## src/hdl/gptw_pkg.sv

```systemverilog
// ----------------------------------------------------------------------------
// Guest page table walker package
// Shared constants and transaction payload types for the walker and its
// channel interfaces.
// ----------------------------------------------------------------------------
`default_nettype none

package gptw_pkg;

  // Width of a guest physical address; table and frame addresses stay below it.
  localparam int PHYS_ADDR_BITS = 52;
  localparam logic [63:0] PHYS_MASK = (64'd1 << PHYS_ADDR_BITS) - 64'd1;
  localparam logic [63:0] ADDR_MASK = PHYS_MASK & ~64'h0000_0000_0000_0FFF;

  // Configuration register indexes.
  localparam logic [2:0] CFG_PAGING_MODE = 3'd0;
  localparam logic [2:0] CFG_ROOT_POINTER = 3'd1;
  localparam logic [2:0] CFG_WRITE_PROTECT = 3'd2;
  localparam logic [2:0] CFG_NO_EXEC = 3'd3;
  localparam logic [2:0] CFG_LARGE_PAGE = 3'd4;
  localparam logic [2:0] CFG_SMAP = 3'd5;
  localparam logic [2:0] CFG_SMEP = 3'd6;

  // Paging modes.
  localparam logic [1:0] MODE_OFF = 2'd0;
  localparam logic [1:0] MODE_TWO_LEVEL = 2'd1;
  localparam logic [1:0] MODE_PAE = 2'd2;
  localparam logic [1:0] MODE_FOUR_LEVEL = 2'd3;

  // Input transaction kinds.
  localparam logic FUNC_REQUEST = 1'b0;
  localparam logic FUNC_REPLY = 1'b1;

  // Result transaction kinds.
  localparam logic KIND_READ = 1'b0;
  localparam logic KIND_DONE = 1'b1;

  // Paging entry bit positions.
  localparam int BIT_P = 0;
  localparam int BIT_RW = 1;
  localparam int BIT_US = 2;
  localparam int BIT_PS = 7;
  localparam int BIT_NX = 63;

  typedef struct packed {
    logic        func;
    logic [63:0] virt_addr;
    logic        is_write;
    logic        is_fetch;
    logic        user_access;
    logic        align_check_flag;
    logic [63:0] table_entry;
    logic        entry_error;
  } in_item_t;

  typedef struct packed {
    logic        kind;
    logic [51:0] read_addr;
    logic        read_wide;
    logic [63:0] phys_addr;
    logic        status;
    logic [4:0]  fault_code;
  } out_item_t;

endpackage

`default_nettype wire

```

## src/hdl/gptw_if.sv

```systemverilog
// ----------------------------------------------------------------------------
// Guest page table walker channel interfaces
// Valid/ready channels for walker requests and replies, and for results.
// ----------------------------------------------------------------------------
`default_nettype none

interface gptw_in_if;
  logic              valid;
  logic              ready;
  gptw_pkg::in_item_t data;

  modport source (output valid, output data, input ready);
  modport sink (input valid, input data, output ready);
endinterface

interface gptw_out_if;
  logic               valid;
  logic               ready;
  gptw_pkg::out_item_t data;

  modport source (output valid, output data, input ready);
  modport sink (input valid, input data, output ready);
endinterface

`default_nettype wire

```

## src/hdl/guest_page_table_walker_core.sv

```systemverilog
// ----------------------------------------------------------------------------
// Guest page table walker core
// Walks x86 guest page tables one level per reply and reports a table read,
// a translated address or a page fault with its error code.
// ----------------------------------------------------------------------------
//  Channel   Direction  Carries
//  in_chan   sink       translation requests and table entry replies
//  out_chan  source     table read requests and finished translations
//  cfg_*     input      register writes (index, data), no read-back
//
//  One transaction per cycle while the skid is free: each is evaluated in the
//  same cycle against the walk state; any result lands in the output stage.
//  A two-entry output stage (output register plus skid) lets a transaction
//  be accepted while a result still waits; in_chan.ready drops only when
//  the skid entry is full. Synchronous active-low reset idles the walker.
// ----------------------------------------------------------------------------
`default_nettype none

module guest_page_table_walker_core (
  input  wire                 clk,
  input  wire                 rst_n,
  gptw_in_if.sink             in_chan,
  gptw_out_if.source          out_chan,
  input  wire                 cfg_we,
  input  wire [2:0]           cfg_index,
  input  wire [51:0]          cfg_data
);

  // Base plus index of the virtual address at a level, scaled by entry size.
  function automatic logic [51:0] read_addr_f(input logic [51:0] base,
                                              input logic [63:0] va,
                                              input logic        w10,
                                              input logic [1:0]  lvl);
    logic [9:0]  idx;
    logic [51:0] off;
    case ({w10, lvl})
      3'b000:  idx = {1'b0, va[20:12]};
      3'b001:  idx = {1'b0, va[29:21]};
      3'b010:  idx = {1'b0, va[38:30]};
      3'b011:  idx = {1'b0, va[47:39]};
      3'b100:  idx = va[21:12];
      3'b101:  idx = va[31:22];
      3'b110:  idx = va[41:32];
      3'b111:  idx = va[51:42];
      default: idx = '0;
    endcase
    off = w10 ? {40'b0, idx, 2'b00} : {39'b0, idx, 3'b000};
    return base + off;
  endfunction

  // Page offset width for a walk that ends at the given level.
  function automatic logic [5:0] page_shift_f(input logic w10, input logic [1:0] lvl);
    logic [5:0] sh;
    case ({w10, lvl})
      3'b000:  sh = 6'd12;
      3'b001:  sh = 6'd21;
      3'b010:  sh = 6'd30;
      3'b011:  sh = 6'd39;
      3'b100:  sh = 6'd12;
      3'b101:  sh = 6'd22;
      3'b110:  sh = 6'd32;
      3'b111:  sh = 6'd42;
      default: sh = 6'd12;
    endcase
    return sh;
  endfunction

  // Configuration registers.
  logic [1:0]  mode_r;
  logic [51:0] root_r;
  logic        wp_r;
  logic        nxe_r;
  logic        pse_r;
  logic        smap_r;
  logic        smep_r;

  // Walk state.
  logic        walk_busy_r, walk_busy_nxt;
  logic        pdpte_stage_r, pdpte_stage_nxt;
  logic [2:0]  levels_left_r, levels_left_nxt;
  logic [63:0] pending_addr_r, pending_addr_nxt;
  logic [3:0]  req_flags_r, req_flags_nxt;
  logic [51:0] table_base_r, table_base_nxt;
  logic        all_user_r, all_user_nxt;
  logic        all_writable_r, all_writable_nxt;

  // Output stage.
  logic                out_valid_r;
  gptw_pkg::out_item_t out_data_r;
  logic                skid_valid_r;
  gptw_pkg::out_item_t skid_data_r;

  logic                in_take;
  logic                out_take;
  logic                res_vld;
  gptw_pkg::out_item_t res;

  gptw_pkg::in_item_t  item;
  logic                two;
  logic                w10;
  logic                pse;
  logic                nxe;
  logic [63:0]         entry;
  logic                f_wr, f_fe, f_us, f_ac;
  logic                prot;
  logic                fault;
  logic                finish;
  logic                au_new, aw_new;
  logic [1:0]          lvl_i;
  logic [63:0]         off_mask;
  logic [51:0]         new_base;
  logic [32:0]         pdpte_addr;

  assign item     = in_chan.data;
  assign in_chan.ready = !skid_valid_r;
  assign in_take  = in_chan.valid && !skid_valid_r;
  assign out_take = out_valid_r && out_chan.ready;
  assign out_chan.valid = out_valid_r;
  assign out_chan.data  = out_data_r;

  assign two = (mode_r == gptw_pkg::MODE_TWO_LEVEL);
  assign w10 = two;
  assign pse = two ? pse_r : 1'b1;
  assign nxe = two ? 1'b0 : nxe_r;
  assign {f_ac, f_us, f_fe, f_wr} = req_flags_r;
  assign entry = two ? {32'b0, item.table_entry[31:0]} : item.table_entry;
  assign lvl_i = (levels_left_r == 3'd0) ? 2'd0 : 2'(levels_left_r - 3'd1);
  assign off_mask = ~({64{1'b1}} << page_shift_f(w10, lvl_i));
  assign new_base = entry[51:0] & gptw_pkg::ADDR_MASK[51:0];
  assign pdpte_addr = {1'b0, root_r[31:4], 4'b0000}
                    + {28'b0, item.virt_addr[31:30], 3'b000};

  // Evaluate one transaction against the walk state.
  always_comb begin
    walk_busy_nxt    = walk_busy_r;
    pdpte_stage_nxt  = pdpte_stage_r;
    levels_left_nxt  = levels_left_r;
    pending_addr_nxt = pending_addr_r;
    req_flags_nxt    = req_flags_r;
    table_base_nxt   = table_base_r;
    all_user_nxt     = all_user_r;
    all_writable_nxt = all_writable_r;
    res_vld          = 1'b0;
    res              = '0;
    prot             = 1'b0;
    fault            = 1'b0;
    finish           = 1'b0;
    au_new           = all_user_r;
    aw_new           = all_writable_r;

    if (item.func == gptw_pkg::FUNC_REQUEST) begin
      // New request: any walk in progress is dropped.
      res_vld          = 1'b1;
      pending_addr_nxt = item.virt_addr;
      req_flags_nxt    = {item.align_check_flag, item.user_access,
                          item.is_fetch, item.is_write};
      all_user_nxt     = 1'b1;
      all_writable_nxt = 1'b1;
      pdpte_stage_nxt  = 1'b0;
      case (mode_r)
        gptw_pkg::MODE_OFF: begin
          walk_busy_nxt = 1'b0;
          res.kind      = gptw_pkg::KIND_DONE;
          res.phys_addr = item.virt_addr;
        end
        gptw_pkg::MODE_PAE: begin
          walk_busy_nxt   = 1'b1;
          pdpte_stage_nxt = 1'b1;
          levels_left_nxt = 3'd0;
          res.kind        = gptw_pkg::KIND_READ;
          res.read_addr   = {19'b0, pdpte_addr};
          res.read_wide   = 1'b1;
        end
        default: begin
          walk_busy_nxt   = 1'b1;
          levels_left_nxt = two ? 3'd2 : 3'd4;
          table_base_nxt  = root_r & gptw_pkg::ADDR_MASK[51:0];
          res.kind        = gptw_pkg::KIND_READ;
          res.read_addr   = read_addr_f(root_r & gptw_pkg::ADDR_MASK[51:0],
                                        item.virt_addr, w10, two ? 2'd1 : 2'd3);
          res.read_wide   = !w10;
        end
      endcase
    end else if (walk_busy_r) begin
      res_vld = 1'b1;
      if (pdpte_stage_r) begin
        // PAE directory pointer entry.
        if (item.entry_error || !item.table_entry[gptw_pkg::BIT_P]) begin
          fault = 1'b1;
        end else begin
          pdpte_stage_nxt = 1'b0;
          levels_left_nxt = 3'd2;
          table_base_nxt  = item.table_entry[51:0] & gptw_pkg::ADDR_MASK[51:0];
          res.kind        = gptw_pkg::KIND_READ;
          res.read_addr   = read_addr_f(item.table_entry[51:0]
                                        & gptw_pkg::ADDR_MASK[51:0],
                                        pending_addr_r, w10, 2'd1);
          res.read_wide   = !w10;
        end
      end else begin
        // Regular level: presence, write, no-execute and user checks.
        aw_new = all_writable_r && entry[gptw_pkg::BIT_RW];
        au_new = all_user_r && entry[gptw_pkg::BIT_US];
        all_writable_nxt = aw_new;
        all_user_nxt     = au_new;
        if (item.entry_error || !entry[gptw_pkg::BIT_P]) begin
          fault = 1'b1;
        end else if (!entry[gptw_pkg::BIT_RW] && f_wr && (f_us || wp_r)) begin
          fault = 1'b1;
          prot  = 1'b1;
        end else if (f_fe && nxe && entry[gptw_pkg::BIT_NX]) begin
          fault = 1'b1;
          prot  = 1'b1;
        end else if (!entry[gptw_pkg::BIT_US] && f_us) begin
          fault = 1'b1;
          prot  = 1'b1;
        end else if (lvl_i == 2'd0 || (pse && entry[gptw_pkg::BIT_PS])) begin
          finish = 1'b1;
        end else begin
          levels_left_nxt = {1'b0, lvl_i};
          table_base_nxt  = new_base;
          res.kind        = gptw_pkg::KIND_READ;
          res.read_addr   = read_addr_f(new_base, pending_addr_r, w10,
                                        2'(lvl_i - 2'd1));
          res.read_wide   = !w10;
        end

        // End of walk: supervisor access and execution prevention.
        if (finish) begin
          if (smap_r && !f_us && au_new && !f_fe &&
              ((!f_wr && !f_ac) || (f_wr && (!f_ac || (wp_r && !aw_new))))) begin
            fault = 1'b1;
            prot  = 1'b1;
          end else if (smep_r && !f_us && au_new && f_fe) begin
            fault = 1'b1;
            prot  = 1'b1;
          end else begin
            walk_busy_nxt = 1'b0;
            res.kind      = gptw_pkg::KIND_DONE;
            res.phys_addr = (entry & gptw_pkg::PHYS_MASK & ~off_mask)
                          | (pending_addr_r & off_mask);
          end
        end
      end

      if (fault) begin
        walk_busy_nxt   = 1'b0;
        pdpte_stage_nxt = 1'b0;
        res             = '0;
        res.kind        = gptw_pkg::KIND_DONE;
        res.status      = 1'b1;
        res.fault_code  = {f_fe, 1'b0, f_us, f_wr, prot};
      end
    end
  end

  // Configuration writes.
  always_ff @(posedge clk) begin
    if (!rst_n) begin
      mode_r <= gptw_pkg::MODE_OFF;
      root_r <= '0;
      wp_r   <= 1'b0;
      nxe_r  <= 1'b0;
      pse_r  <= 1'b0;
      smap_r <= 1'b0;
      smep_r <= 1'b0;
    end else if (cfg_we) begin
      case (cfg_index)
        gptw_pkg::CFG_PAGING_MODE:   mode_r <= cfg_data[1:0];
        gptw_pkg::CFG_ROOT_POINTER:  root_r <= cfg_data;
        gptw_pkg::CFG_WRITE_PROTECT: wp_r   <= cfg_data[0];
        gptw_pkg::CFG_NO_EXEC:       nxe_r  <= cfg_data[0];
        gptw_pkg::CFG_LARGE_PAGE:    pse_r  <= cfg_data[0];
        gptw_pkg::CFG_SMAP:          smap_r <= cfg_data[0];
        gptw_pkg::CFG_SMEP:          smep_r <= cfg_data[0];
        default: begin
        end
      endcase
    end
  end

  // Walk control state.
  always_ff @(posedge clk) begin
    if (!rst_n) begin
      walk_busy_r   <= 1'b0;
      pdpte_stage_r <= 1'b0;
      levels_left_r <= 3'd0;
    end else if (in_take) begin
      walk_busy_r   <= walk_busy_nxt;
      pdpte_stage_r <= pdpte_stage_nxt;
      levels_left_r <= levels_left_nxt;
    end
  end

  // Walk context; always written by a request before it is read.
  always_ff @(posedge clk) begin
    if (in_take) begin
      pending_addr_r <= pending_addr_nxt;
      req_flags_r    <= req_flags_nxt;
      table_base_r   <= table_base_nxt;
      all_user_r     <= all_user_nxt;
      all_writable_r <= all_writable_nxt;
    end
  end

  // Output register with skid entry.
  always_ff @(posedge clk) begin
    if (!rst_n) begin
      out_valid_r  <= 1'b0;
      skid_valid_r <= 1'b0;
    end else if (skid_valid_r) begin
      if (out_take) begin
        out_valid_r  <= 1'b1;
        skid_valid_r <= 1'b0;
      end
    end else if (in_take && res_vld) begin
      if (!out_valid_r || out_take) begin
        out_valid_r <= 1'b1;
      end else begin
        skid_valid_r <= 1'b1;
      end
    end else if (out_take) begin
      out_valid_r <= 1'b0;
    end
  end

  always_ff @(posedge clk) begin
    if (skid_valid_r) begin
      if (out_take) begin
        out_data_r <= skid_data_r;
      end
    end else if (in_take && res_vld) begin
      if (!out_valid_r || out_take) begin
        out_data_r <= res;
      end else begin
        skid_data_r <= res;
      end
    end
  end

`ifndef NO_ASSERTIONS
  // A waiting skid entry always sits behind a valid output register.
  assert property (@(posedge clk) disable iff (!rst_n) skid_valid_r |-> out_valid_r)
    else $error("skid entry held while output register is empty");

  // The directory pointer stage only exists inside an active walk.
  assert property (@(posedge clk) disable iff (!rst_n) pdpte_stage_r |-> walk_busy_r)
    else $error("PDPTE stage set while walker is idle");

  // No walk ever has more than four levels outstanding.
  assert property (@(posedge clk) disable iff (!rst_n) levels_left_r <= 3'd4)
    else $error("level count out of range");

  // A reply taken while idle produces no transaction.
  assert property (@(posedge clk) disable iff (!rst_n)
                   (in_take && item.func == gptw_pkg::FUNC_REPLY && !walk_busy_r &&
                    !out_valid_r) |=> !out_valid_r)
    else $error("result produced for a reply while idle");
`endif

endmodule

`default_nettype wire

```

## src/flat_wrapper.sv

```systemverilog
// flat-port wrapper written by rule: the top's interface ports become plain ports
module guest_page_table_walker_core_flat 
  (clk, rst_n, cfg_we, cfg_index, cfg_data, in_chan_valid, in_chan_data, in_chan_ready, out_chan_valid, out_chan_data, out_chan_ready);
  gptw_in_if in_chan_i ();
  gptw_out_if out_chan_i ();
  input  wire clk;
  input  wire rst_n;
  input  wire cfg_we;
  input  wire [2:0] cfg_index;
  input  wire [51:0] cfg_data;
  input wire logic [$bits(in_chan_i.valid)-1:0] in_chan_valid;
  input wire logic [$bits(in_chan_i.data)-1:0] in_chan_data;
  output wire logic [$bits(in_chan_i.ready)-1:0] in_chan_ready;
  output wire logic [$bits(out_chan_i.valid)-1:0] out_chan_valid;
  output wire logic [$bits(out_chan_i.data)-1:0] out_chan_data;
  input wire logic [$bits(out_chan_i.ready)-1:0] out_chan_ready;
  assign in_chan_i.valid = in_chan_valid;
  assign in_chan_i.data = in_chan_data;
  assign in_chan_ready = in_chan_i.ready;
  assign out_chan_valid = out_chan_i.valid;
  assign out_chan_data = out_chan_i.data;
  assign out_chan_i.ready = out_chan_ready;
  guest_page_table_walker_core u_core (.clk(clk), .rst_n(rst_n), .in_chan(in_chan_i), .out_chan(out_chan_i), .cfg_we(cfg_we), .cfg_index(cfg_index), .cfg_data(cfg_data));
endmodule
```

## config.mk

```make
export PLATFORM = sky130hd
export DESIGN_NAME = guest_page_table_walker_core_flat
export DESIGN_NICKNAME = d
export VERILOG_FILES = /design/src/hdl/gptw_pkg.sv /design/src/hdl/gptw_if.sv /design/src/hdl/guest_page_table_walker_core.sv /design/src/flat_wrapper.sv
export SDC_FILE = /design/constraint.sdc
export NUM_CORES = 1
export LEC_CHECK = 0
export ABC_AREA = 1
export BUFFER_PORTS_ARGS = -buffer_cell sky130_fd_sc_hd__buf_4
export CAP_MARGIN = 10
export CORE_MARGIN = 2
export CORE_UTILIZATION = 46
export CTS_CLUSTER_SIZE = 10
export DETAILED_ROUTE_END_ITERATION = 8
export PLACE_DENSITY = 0.67
export SLEW_MARGIN = 20
export SYNTH_ARGS = -nofsm -noshare
export SYNTH_HDL_FRONTEND = slang
export SYNTH_SLANG_ARGS = --single-unit
```

## constraint.sdc

```tcl
create_clock -name clk -period 10 [get_ports clk]
set_input_delay 1 -clock clk [delete_from_list [all_inputs] [get_ports clk]]
set_output_delay 1 -clock clk [all_outputs]
set_load 0.01 [all_outputs]
```

==> results.md <==
Status:
- The run finished with clean final reports.

Drt:
- The aggregate routed wire length is 80300 µm.
- For this run, design rule violations remaining after detail routing come to 0.
- Once detail routing completed, the nets flagged for antenna violations numbered 0.
- The final route contains 20.7k vias.
- The average vias per placed instance is 5.66.
- Dividing the detail-routed wire length by the instance count gives 22.0 µm.
- The first detailed-routing pass ran for 7 iterations.
- The number of design-rule violations left by the first detailed-router iteration is 2527.

Setup path:
- The endpoint of the worst register-to-register path is u_core.out_chan.data[78].
- The setup path with the least slack is of type primary input to register.
- The start of the worst register-to-register path is u_core.levels_left_r[1].
- Of all nets on the critical path, the largest fanout is 71.
- Data arrives at the worst endpoint at 4.20 ns.
- STA classifies the critical path endpoint as a register.
- STA classifies the critical path startpoint as a primary input.
- The register-to-register path setup slack is 6.20 ns.
- The critical path goes through buf_4, inv_1, nor2_1, nor2_1, inv_1, o21ai_0, a21oi_4, buf_4, buf_4.
- The required time at the worst-slack endpoint is 10.19 ns.
- The cell repeated most along the worst path is sky130_fd_sc_hd__buf_4.
- The worst register-to-register path has a depth of 16.
- The maximum single-stage delay on the critical path is 0.84 ns.
- The master of the slowest instance on the critical path is sky130_fd_sc_hd__buf_4.

Logic synthesis:
- After synthesis the netlist holds a flip-flop and latch count of 372.
- The number of warning messages in the yosys log is 0.
- Synthesis produced 2763 cells.
- Among all flip-flop cells after synthesis, the most frequent one is sky130_fd_sc_hd__edfxtp_1.
- The netlist uses 49 different library cells.
- After synthesis, the share of flip-flops with an asynchronous set or reset is 0%.
- The average instance in the mapped netlist occupies 7.69 µm².
- Yosys mapped a number of flops with a built-in enable equal to 310.
- The total standard cell area after synthesis is 0.0213 mm².
- The fraction of the yosys area taken by sequential cells is 49.6%.

Floorplan:
- Measured along the y axis, the die boundary spans 219 µm.
- The placeable core region is 0.0455 mm².
- The row count is 78.
- Once the floorplan was initialized, standard cells occupied 46.7% of the core.
- The width of the die is 219 µm.
- The die covers 0.0479 mm².
- 320 I/O pins were placed.

Clocking:
- For the worst-skew pair, the clock arrives at the later sink with an insertion delay of 0.59 ns.
- The post-cts gate resize count is 0.
- In this run the post-CTS setup repair buffer count came out at 0.
- The number of H-tree levels is 2.
- No sink is reached through more buffers than the 3 on the longest clock path.
- The tree is rooted in a sky130_fd_sc_hd__clkbuf_16.
- The clock tree from TritonCTS is built.
- The number of hold buffers added after CTS was 0.
- The CTS clock-pin slew for the worst setup and hold paths is 0.05 ns.
- TritonCTS created 44 clock buffers.
- Counting every sink on the clock net gives 372.

Layout:
- The post-route netlist has 14.7% of its cells at a drive strength greater than 1.
- After filler insertion, the fill cell instance count of the layout stands at 4286.
- From synthesis to final layout, the design area changed by 18.9%.
- The final layout contains 3247 nets.
- The end-of-flow core utilization is 55.6%.

Hold path:
- Along the worst hold path, the cell count comes to 2.
- The worst min-delay path category is register to register.
- The worst hold endpoint is u_core.nxe_r.
- The startpoint of the worst hold path is u_core.nxe_r.

Global route:
- The number of global-route vias before repair is 19.3k.
- The first global-routing pass estimated 118000 µm of wire.
- In the global route stage, overall resource usage came out at 33.0%.
- The final global-route overflow total is 0.
- The initial antenna violation count is 3.
- Entering global routing, the biggest net connects 86 pins.

STA:
- In this run the tightest slew margin relative to its limit is 33.8%.
- The number of hold-slack violations in the final timing report is 0.
- The setup clock skew after layout is 0.0249 ns.
- Based on the critical path, the design can be clocked at up to 249 MHz.
- The post-route worst hold slack is 0.465 ns.
- Setup repair after global routing left no endpoint under its margin.
- The number of pins exceeding their max-slew limit in the final report was 0.
- The transition time at the pin with the least slew margin is 0.994 ns.
- The post-route setup TNS is 0 ns.
- The final number of setup-violating endpoints is 0.
- Of the available clock period, the critical path in the final layout requires 40.2%.
- The final period demand of the worst path is 4.02 ns.

Pwr:
- The total power draw is 3.65 mW.
- The worst vdd rail ir drop is 113 µV.
- The power density of the placed cells is 145 mW/mm².
- The leakage power of the design is 10.7 nW.

Placement:
- During placement, the flow inserted port buffers numbering 302.
- Summed over all nets, the half-perimeter wirelength after detailed placement is 60700 µm.
- At the end of routability-driven placement, the weighted congestion stood at 0.985.

Flow run:
- The tool flagged a number of max-cap violations equal to 0.
[flip-flops by register name, indices dropped and copies added (netlist names), 2 cells and up]
register / cells
u_core.levels_left_r: 3
u_core.mode_r: 2
u_core.out_chan.data: 121
u_core.pending_addr_r: 62
u_core.req_flags_r: 4
u_core.root_r: 48
u_core.skid_data_r: 121
[stage by stage]
stage	setup WS [ns]	instance area (µm²)	std cells
after floorplan	2.10	21300	2768
after global placement	5.47	24000	3588
after detailed placement	5.34	24000	3588
after CTS	5.94	25300	3656
after global routing	5.76	25300	3656
final	5.98	25300	3657
[routing by layer]
| layer | track usage, % | routed length [µm] | vias up |
|---|---|---|---|
| met5 | 0 | 0 | - |
| met3 | 4.46 | 7230 | 141 |
| met1 | 48.6 | 35400 | 9841 |
| met4 | 10.9 | 2590 | 0 |
| met2 | 50.0 | 35100 | 1030 |
| li1 | - | - | 9689 |
[Yosys cell counts (2+ instances only)]
master,count,area share [%]
sky130_fd_sc_hd__a21oi_1,104,2.4
sky130_fd_sc_hd__a22oi_1,2,0.071
sky130_fd_sc_hd__a31oi_1,25,0.74
sky130_fd_sc_hd__buf_1,11,0.19
sky130_fd_sc_hd__buf_2,23,0.54
sky130_fd_sc_hd__buf_4,16,0.57
sky130_fd_sc_hd__buf_6,4,0.21
sky130_fd_sc_hd__clkbuf_1,53,0.94
sky130_fd_sc_hd__dfxtp_1,62,5.8
sky130_fd_sc_hd__edfxtp_1,310,44
sky130_fd_sc_hd__ha_1,19,1.1
sky130_fd_sc_hd__inv_1,222,3.9
sky130_fd_sc_hd__inv_2,6,0.11
sky130_fd_sc_hd__nand2_1,1010,18
sky130_fd_sc_hd__nand2_2,6,0.18
sky130_fd_sc_hd__nand2_4,2,0.11
sky130_fd_sc_hd__nand3_1,242,5.7
sky130_fd_sc_hd__nand3_2,2,0.094
sky130_fd_sc_hd__nand3b_1,7,0.25
sky130_fd_sc_hd__nand4_1,36,1.1
sky130_fd_sc_hd__nor2_1,261,4.6
sky130_fd_sc_hd__nor2_2,17,0.50
sky130_fd_sc_hd__nor2_4,5,0.26
sky130_fd_sc_hd__nor3_1,32,0.75
sky130_fd_sc_hd__nor3_2,2,0.094
sky130_fd_sc_hd__o211ai_1,8,0.28
sky130_fd_sc_hd__o21ai_0,173,4.1
sky130_fd_sc_hd__o21ai_1,23,0.54
sky130_fd_sc_hd__o21ai_2,7,0.29
sky130_fd_sc_hd__o21ai_4,2,0.15
sky130_fd_sc_hd__o21bai_1,5,0.18
sky130_fd_sc_hd__o22ai_1,14,0.41
sky130_fd_sc_hd__o31ai_1,3,0.11
sky130_fd_sc_hd__o31ai_2,2,0.12
sky130_fd_sc_hd__or2_2,8,0.24
sky130_fd_sc_hd__xnor2_1,3,0.12
sky130_fd_sc_hd__xor2_1,24,0.99
[critical path: cells and delay by family]
family,cells,cell delay (ns)
buf+inv,5,2.28
simple gates,2,0.25
compound gates,2,0.51
[cell usage in the layout, fill, tap and decap left out, types with 3 or more instances in the layout]
cell	netlist	layout
sky130_fd_sc_hd__a21oi_1	104	103
sky130_fd_sc_hd__a31oi_1	25	25
sky130_fd_sc_hd__buf_4	16	327
sky130_fd_sc_hd__clkbuf_1	53	17
sky130_fd_sc_hd__clkbuf_16	0	45
sky130_fd_sc_hd__clkinv_1	1	3
sky130_fd_sc_hd__conb_1	1	6
sky130_fd_sc_hd__dfxtp_1	62	61
sky130_fd_sc_hd__edfxtp_1	310	310
sky130_fd_sc_hd__ha_1	19	18
sky130_fd_sc_hd__inv_1	222	219
sky130_fd_sc_hd__inv_2	6	7
sky130_fd_sc_hd__nand2_1	1010	1010
sky130_fd_sc_hd__nand2_2	6	6
sky130_fd_sc_hd__nand3_1	242	242
sky130_fd_sc_hd__nand3b_1	7	7
sky130_fd_sc_hd__nand4_1	36	36
sky130_fd_sc_hd__nor2_1	261	258
sky130_fd_sc_hd__nor2_2	17	17
sky130_fd_sc_hd__nor2_4	5	8
sky130_fd_sc_hd__nor3_1	32	32
sky130_fd_sc_hd__o211ai_1	8	8
sky130_fd_sc_hd__o21ai_0	173	173
sky130_fd_sc_hd__o21ai_1	23	23
sky130_fd_sc_hd__o21ai_2	7	7
sky130_fd_sc_hd__o21bai_1	5	5
sky130_fd_sc_hd__o22ai_1	14	14
sky130_fd_sc_hd__o31ai_1	3	3
sky130_fd_sc_hd__or2_2	8	8
sky130_fd_sc_hd__xnor2_1	3	3
sky130_fd_sc_hd__xor2_1	24	24
[area by class of cell]
class                   count  area, µm²  area share, %
diodes                      1       2.50        0.00990
clock buffers              64       1220           4.82
inverters                 230        868           3.44
well taps                 600        751           2.97
repair buffers            327       2450           9.72
flip-flops and latches    372      10600           41.8
multi-input cells        2059       9370           37.1
clock inverters             4       48.8          0.193
[power breakdown]
group | switching [mW] | total [mW] | internal [mW]
clock network | 0.631 | 1.47 | 0.839
registers | 0.0314 | 1.78 | 1.74
logic | 0.265 | 0.406 | 0.142
[kinds of logic after synthesis]
kind of cell,synth area share [%]
and+or+nand+nor,31.7
adders and majority gates,1.12
DFF,49.6
AOI/OAI and AO/OA,9.84
buffers and inverters,6.52
other,0.0176
xor gates and xnor gates,1.11
[worst max-delay path by stage]
| stage | startpoint | end |
|---|---|---|
| after floorplan | in_chan_data[133] | u_core.out_chan.data[0] |
| after global placement | in_chan_data[133] | u_core.out_chan.data[108] |
| after detailed placement | in_chan_data[133] | u_core.out_chan.data[97] |
| after CTS | in_chan_data[133] | u_core.out_chan.data[107] |
| after global routing | in_chan_data[133] | u_core.out_chan.data[101] |
| final | in_chan_data[133] | u_core.out_chan.data[102] |
Power figures use the tool's default switching activity.
